<file path="config.mk">
export PLATFORM = sky130hd
export DESIGN_NAME = knn_ctrl
export DESIGN_NICKNAME = d
export VERILOG_FILES = /design/src/rtl/knn_pkg.sv /design/src/rtl/knn_ctrl.sv
export SDC_FILE = /design/constraint.sdc
export NUM_CORES = 1
export LEC_CHECK = 0
export ABC_AREA = 1
export BUFFER_PORTS_ARGS = -buffer_cell sky130_fd_sc_hd__buf_2
export CORE_MARGIN = 2
export CORE_UTILIZATION = 25
export DETAILED_ROUTE_END_ITERATION = 10
export GPL_TIMING_DRIVEN = 0
export PLACE_DENSITY = 0.43
export REMOVE_ABC_BUFFERS = 1
export SLEW_MARGIN = 20
export SYNTH_ARGS = -nofsm -noshare
export SYNTH_HDL_FRONTEND = slang
export SYNTH_SLANG_ARGS = --single-unit
</file>
<file path="constraint.sdc">
create_clock -name aclk -period 2 [get_ports aclk]
set_input_delay 0.1 -clock aclk [delete_from_list [all_inputs] [get_ports aclk]]
set_output_delay 0.1 -clock aclk [all_outputs]
set_load 0.005 [all_outputs]
</file>
<file path="src/rtl/knn_pkg.sv">
`timescale 1ns / 1ps
// ----------------------------------------------------------------------------
// knn_pkg
// shared constants, types and helpers of the streaming k-nearest-neighbor block
// ----------------------------------------------------------------------------
package knn_pkg;

    // table depth and derived widths
    localparam int MaxNeighbors = 16;
    localparam int IdxW         = (MaxNeighbors > 1) ? $clog2(MaxNeighbors) : 1;
    localparam int CntW         = $clog2(MaxNeighbors + 1);

    // field widths
    localparam int IdW    = 48;
    localparam int CoordW = 30;
    localparam int SqW    = 2 * CoordW;
    localparam int DistW  = SqW + 1;
    localparam int SumW   = 64;
    localparam int NcW    = 5;
    localparam int KW     = (CntW > NcW) ? CntW : NcW;

    // stream packing
    localparam int SDataW = ((IdW + 2 * CoordW + 7) / 8) * 8;
    localparam int MDataW = ((IdW + DistW + SumW + 7) / 8) * 8;

    // apb
    localparam int PaddrW = 4;
    localparam int PdataW = 32;
    localparam logic [1:0] RegQueryX   = 2'd0;
    localparam logic [1:0] RegQueryY   = 2'd1;
    localparam logic [1:0] RegNbrCount = 2'd2;
    localparam logic [NcW-1:0] NbrCountReset = NcW'(10);

    // controller to datapath commands
    typedef struct packed {
        logic capture;
        logic sq_x;
        logic sq_y;
        logic add;
        logic insert;
        logic emit_beat;
    } knn_cmd_t;

    // datapath to controller status
    typedef struct packed {
        logic last_point;
        logic emit_last;
        logic out_free;
    } knn_stat_t;

    // effective k: zero counts as one, clamp at table depth
    function automatic logic [CntW-1:0] eff_k(input logic [NcW-1:0] nc);
        logic [KW-1:0] ncx;
        ncx = KW'(nc);
        if (nc == '0) begin
            return CntW'(1);
        end else if (ncx > KW'(MaxNeighbors)) begin
            return CntW'(MaxNeighbors);
        end else begin
            return CntW'(ncx);
        end
    endfunction

endpackage

</file>
<file path="src/rtl/knn_ctrl.sv">
`timescale 1ns / 1ps
// ----------------------------------------------------------------------------
// knn_ctrl
// sequencer: accept a point, square both deltas, add, insert, emit on last
// ----------------------------------------------------------------------------
module knn_ctrl (
    input  logic              aclk,
    input  logic              aresetn,
    input  logic              s_tvalid,
    output logic              s_tready,
    input  knn_pkg::knn_stat_t stat,
    output knn_pkg::knn_cmd_t  cmd
);

    typedef enum logic [5:0] {
        ST_IDLE = 6'b000001,
        ST_SQX  = 6'b000010,
        ST_SQY  = 6'b000100,
        ST_ADD  = 6'b001000,
        ST_INS  = 6'b010000,
        ST_EMIT = 6'b100000
    } state_t;

    state_t state_reg;
    state_t state_next;

    // next state and commands
    always_comb begin
        state_next    = state_reg;
        cmd           = '0;
        s_tready      = 1'b0;
        case (state_reg)
            ST_IDLE: begin
                s_tready    = 1'b1;
                cmd.capture = s_tvalid;
                if (s_tvalid) begin
                    state_next = ST_SQX;
                end
            end
            ST_SQX: begin
                cmd.sq_x   = 1'b1;
                state_next = ST_SQY;
            end
            ST_SQY: begin
                cmd.sq_y   = 1'b1;
                state_next = ST_ADD;
            end
            ST_ADD: begin
                cmd.add    = 1'b1;
                state_next = ST_INS;
            end
            ST_INS: begin
                cmd.insert = 1'b1;
                state_next = stat.last_point ? ST_EMIT : ST_IDLE;
            end
            ST_EMIT: begin
                cmd.emit_beat = stat.out_free;
                if (stat.out_free && stat.emit_last) begin
                    state_next = ST_IDLE;
                end
            end
            default: begin
                state_next = ST_IDLE;
            end
        endcase
    end

    // state register
    always_ff @(posedge aclk) begin
        if (!aresetn) begin
            state_reg <= ST_IDLE;
        end else begin
            state_reg <= state_next;
        end
    end

endmodule

</file>
Word-level counts from Yosys, hierarchy flattened --
Cells that the tools add are included.
Word-level totals: register bits 6, output and inout bits 7
Cells by class: equality and inequality tests 8, muxes and demuxes 11, reduce and logical (&&, ||, !) cells 2
Operators with widths (count):
- case mux 6 bit (6 select lines) | 1
- 2-to-1 mux 6 bit | 3
- 2-to-1 mux 1 bit | 7
- == test 6 x 1 -> 1 bit (second input constant) | 1
- == test 6 x 2 -> 1 bit (second input constant) | 1
- == test 6 x 3 -> 1 bit (second input constant) | 1
- == test 6 x 4 -> 1 bit (second input constant) | 1
- == test 6 x 5 -> 1 bit (second input constant) | 1
- == test 6 bit (second input constant) | 1
- != test 2 bit (second input constant) | 2
- AND reduction 2 bit | 1
- logical AND 1 bit | 1

Depth between registers and ports, before layout --
depth in word-level cells 3, depth in mapped cells 6, mapped depth without buffers 6

Worst setup path before layout --
OpenSTA, ideal clock, no wires.
path kind register -> register, start point register state_reg[2], end point register state_reg[0], library setup time 0.120 ns, arrival 0.798 ns, slack 1.082 ns, stages on the path, launching flop included 7, path buffers 0, period minus slack after synthesis 0.918 ns, path through dfxtp_1 -> nor2_4 -> inv_2 -> nor2_4 -> o21ai_2 -> nand2_2 -> o21bai_2
On the way: cells in the longest elaborated chain, start to end 3
RTL lines:
- start, declared | RTL line knn_ctrl.sv:24 | state_t state_reg;
- start signal, assigned | RTL line knn_ctrl.sv:73 | state_reg <= state_next;
- == test 6 bit / == test 6 x 1 -> 1 bit (equally long branches) | RTL line knn_ctrl.sv:32 | case (state_reg)
- != test 2 bit (no line)
- AND reduction 2 bit (no line)
Parallel ways exist; a longest one is shown, timed or not. A chain may end at the register's enable or synchronous reset.

==> results.md <==
Finish:
- The area used by sequential logic in the layout is 120.1 um^2.
- The area added between synthesis and finish is 26.45%.
- The layout cell share with drive strength beyond 1 is 42.86%.
- The number of antenna cells inserted is 0.
- In the final design database the tool counted 78 nets.
- The register with the most flip-flops in the layout has 6 of them.
- The final-layout fill cell count is 178.
- The multi-input combinational cells in the finished layout cover a total of 215.2 um^2.

Worst setup path:
- The longest individual stage delay on the worst path is 340 ps.
- The data arrival time at the worst-slack endpoint is 1190 ps.
- The worst register-to-register path begins at state_reg[2].
- The critical path goes through nor2_4, inv_2, nor2_4, nand2_2, nor2_1, buf_2.
- The worst setup path is of the reg2out kind.
- Among the stages of the critical path, the cell type that occurs most often is nor2_4.
- STA classifies the critical path startpoint as a flip-flop.
- Tracing the worst setup path back leads to its startpoint at state_reg[2].
- The slowest cell on the critical path is dfxtp_1.
- For the worst setup path, the data required time is 1900 ps.
- Of all nets on the critical path, the largest fanout is 4.
- The endpoint kind of the worst setup timing path is a primary output.

Yosys:
- The cell area that synthesis handed to floorplanning was 387.9 um^2.
- The post-synthesis average cell area is 7.052 um^2.
- The number of library cell types mapped by synthesis is 17.
- The share of the yosys chip area belonging to registers is 30.97%.
- In the synthesized netlist, the number of instances is 55.
- The number of synthesis warnings is 0.
- The flip-flop and latch count after synthesis is 6.

Place:
- Detailed placement ended at an HPWL of 671.8 um.
- The global placement routability congestion is 0.7662.
- The number of port buffers is 12.

Floorplanning:
- The vertical die dimension is 43.39 um.
- The number of top-level design ports is 13.
- The core area is 0.001471 mm^2.
- The starting density of the core is 26.36%.
- The die outline area is 0.001883 mm^2.
- The width of the die is 43.39 um.
- After floorplanning, the core was divided into 14 placement rows.

Clock network:
- In this run, post-CTS repair resized a total of 0 instances.
- The CTS tree is built.
- The maximum level of the CTS H-tree is 1.
- Clock latency on the worst-skew pair, taken at its later pin, is 250 ps.
- The library cell used as clock root buffer is clkbuf_4.
- After clock tree synthesis, the clock-pin slew on the worst setup and hold paths is 50 ps.
- Buffers added to address setup during post-CTS repair amount to 0.
- The clock tree buffer depth is 2.
- The CTS buffer count is 3.
- The number of sinks driven by the clock tree is 6.
- Buffers inserted to repair hold after CTS numbered 0.

Power:
- The peak supply drop is 0.2394 mV.
- Net switching is 29.24% of the power.
- The final total power is 0.3138 mW.
- In this run the static leakage power is 0.2781 nW.
- The clock network is responsible for 37.1% of the overall power.
- The share of power burned in registers is 41.4%.
- The part of the total power dissipated in combinational logic is 21.5%.
- The internal power summed over all cells is 0.2220 mW.
- For this design the ratio of total power to cell area is 639.7 mW/mm^2.
- The switching power of the nets is 0.09175 mW.

Timing:
- Setup violations remaining at the end of the flow were counted as 0.
- Measured against its own limit, the worst slew margin works out to 86.69%.
- The number of pins exceeding their max-slew limit in the final report is 0.
- The number of hold violations in the final report is 0.
- The setup TNS is 0 ps.
- For this run, the top clock speed supported by timing is 0.7748 GHz.
- Clock skew on the completed layout was measured at 0.4827 ps.
- Setup repair after global routing left no endpoint under its margin.
- Counting I/O delays and the setup requirement, the final critical path takes 1291 ps.
- The transition at the pin with the smallest max-transition slack is 197.9 ps.
- The final worst-path cycle share is 64.53%.

Global route:
- The first-pass GRT wire length is 1.449 mm.
- The number of global-route vias before repair was 386.
- For this run, global-route usage on met3 was measured as 1.250%.
- The initial antenna violation count is 0.
- The pin count of the biggest net entering global routing is 6.
- The met1 track demand over resource is 12.82%.
- Global routing used 10.73% of the available tracks across all layers.
- After global routing the overflow that remains totals 0.
- The global routing stage identified its most utilized layer as met2.
- For this run, global-route usage on met2 was measured as 16.12%.

Route:
- In this run the remaining antenna-violating nets after routing total 0.
- Before antenna repair, the detailed router went through 4 iterations.
- The overall via count from detail_route is 380.
- After detailed routing, the number of remaining DRC violations is 0.
- After detailed routing, the average wire length per cell comes to 8.988 um.
- The final layout contains routed wiring with a total length of 773 um.
- In this run, the number of DRC markers left after iteration 0 of detailed routing was 2.
- After detailed routing, the number of vias per cell comes to 4.419.

Worst hold path:
- The launch instance of the worst min-delay path is aresetn.
- The worst hold path class is in2reg.

Run status:
- The run finished with clean final reports.

Flow run:
- The number of max-cap violations is 0.
Yosys cell counts:
master     n  area share (%)
nand3_1    1             1.3
nand2_4    1             2.9
dfxtp_1    6              31
nand4_1    3             4.8
nor3_2     1             2.6
o21bai_2   1             2.9
inv_1     11              11
inv_2      3             2.9
a21oi_1    1             1.3
nand2_1    5             4.8
nor4_1     1             1.6
nor2_4     4              12
nor2_2     1             1.6
nand2_2    2             3.2
and3_1     1             1.6
o21ai_2    2             4.5
nor2_1    11              11
per-layer routing:
layer,part of all wire [%],vias up,routed length [um]
li1,-,200,-
met1,47,161,361
met2,42,14,321
met3,6.6,5,51
met4,5.0,0,39
met5,0,-,0
cells in the final DEF, fill, tap and decap left out, types with 3 or more instances in the layout:
cell,n
nor2_1,11
clkbuf_4,3
inv_2,3
nand2_1,5
dfxtp_1,6
nor2_4,4
inv_1,11
nand4_1,3
buf_2,12
power by group through the flow:
| stage | registers, mW | clock network, mW | logic [mW] |
|---|---|---|---|
| after floorplan | 0.132 | 0 | 0.0495 |
| after global placement | 0.132 | 0 | 0.0681 |
| after detailed placement | 0.132 | 0 | 0.0691 |
| after CTS | 0.130 | 0.119 | 0.0693 |
| after global routing | 0.130 | 0.123 | 0.0777 |
| final | 0.130 | 0.116 | 0.0674 |
final timing paths:
check | endpoint | slack, ps | cells past startpoint
worst max-delay path | cmd[5] | 710 | 6
worst min register to register | state_reg[2] | 600 | 3
worst max register to register | state_reg[0] | 1010 | 6
worst min-delay path | state_reg[0] | 130 | 3
through the flow:
step	utilization (%)	worst slack [ps]	std cells	area (um^2)	hold WS (ps)
after global placement	31.80	963.6	83	467.9	378.7
after global routing	33.33	594.9	86	490.5	161.3
final	33.33	709.4	86	490.5	133.5
after CTS	33.33	691.0	86	490.5	133.6
after floorplan	-	1082	55	387.9	256.0
after detailed placement	31.80	964.5	83	467.9	393.9
worst max-delay path, delay by kind of cell (launching register included):
family	cells	cell delay (ps)
flip-flops	1	340
buffers and inverters	2	180
AND/OR/NAND/NOR	4	420
kinds of logic (layout without fill, tap and decap cells):
logic type	Yosys count	in the layout	synth area share [%]
flip-flops	6	6	30.97
buffers and inverters	14	29	13.55
AO/OA/AOI/OAI	4	4	8.709
AND/OR/NAND/NOR	31	31	46.78
cell type report:
cell class                      count  area share (%)
Multi-Input combinational cell     35           43.88
Sequential cell                     6           24.49
Timing Repair Buffer               12           12.24
Inverter                           14           10.71
Clock buffer                        3           4.592
Tap cell                           16           4.082
No activity file was read; power rests on OpenSTA's default activity.
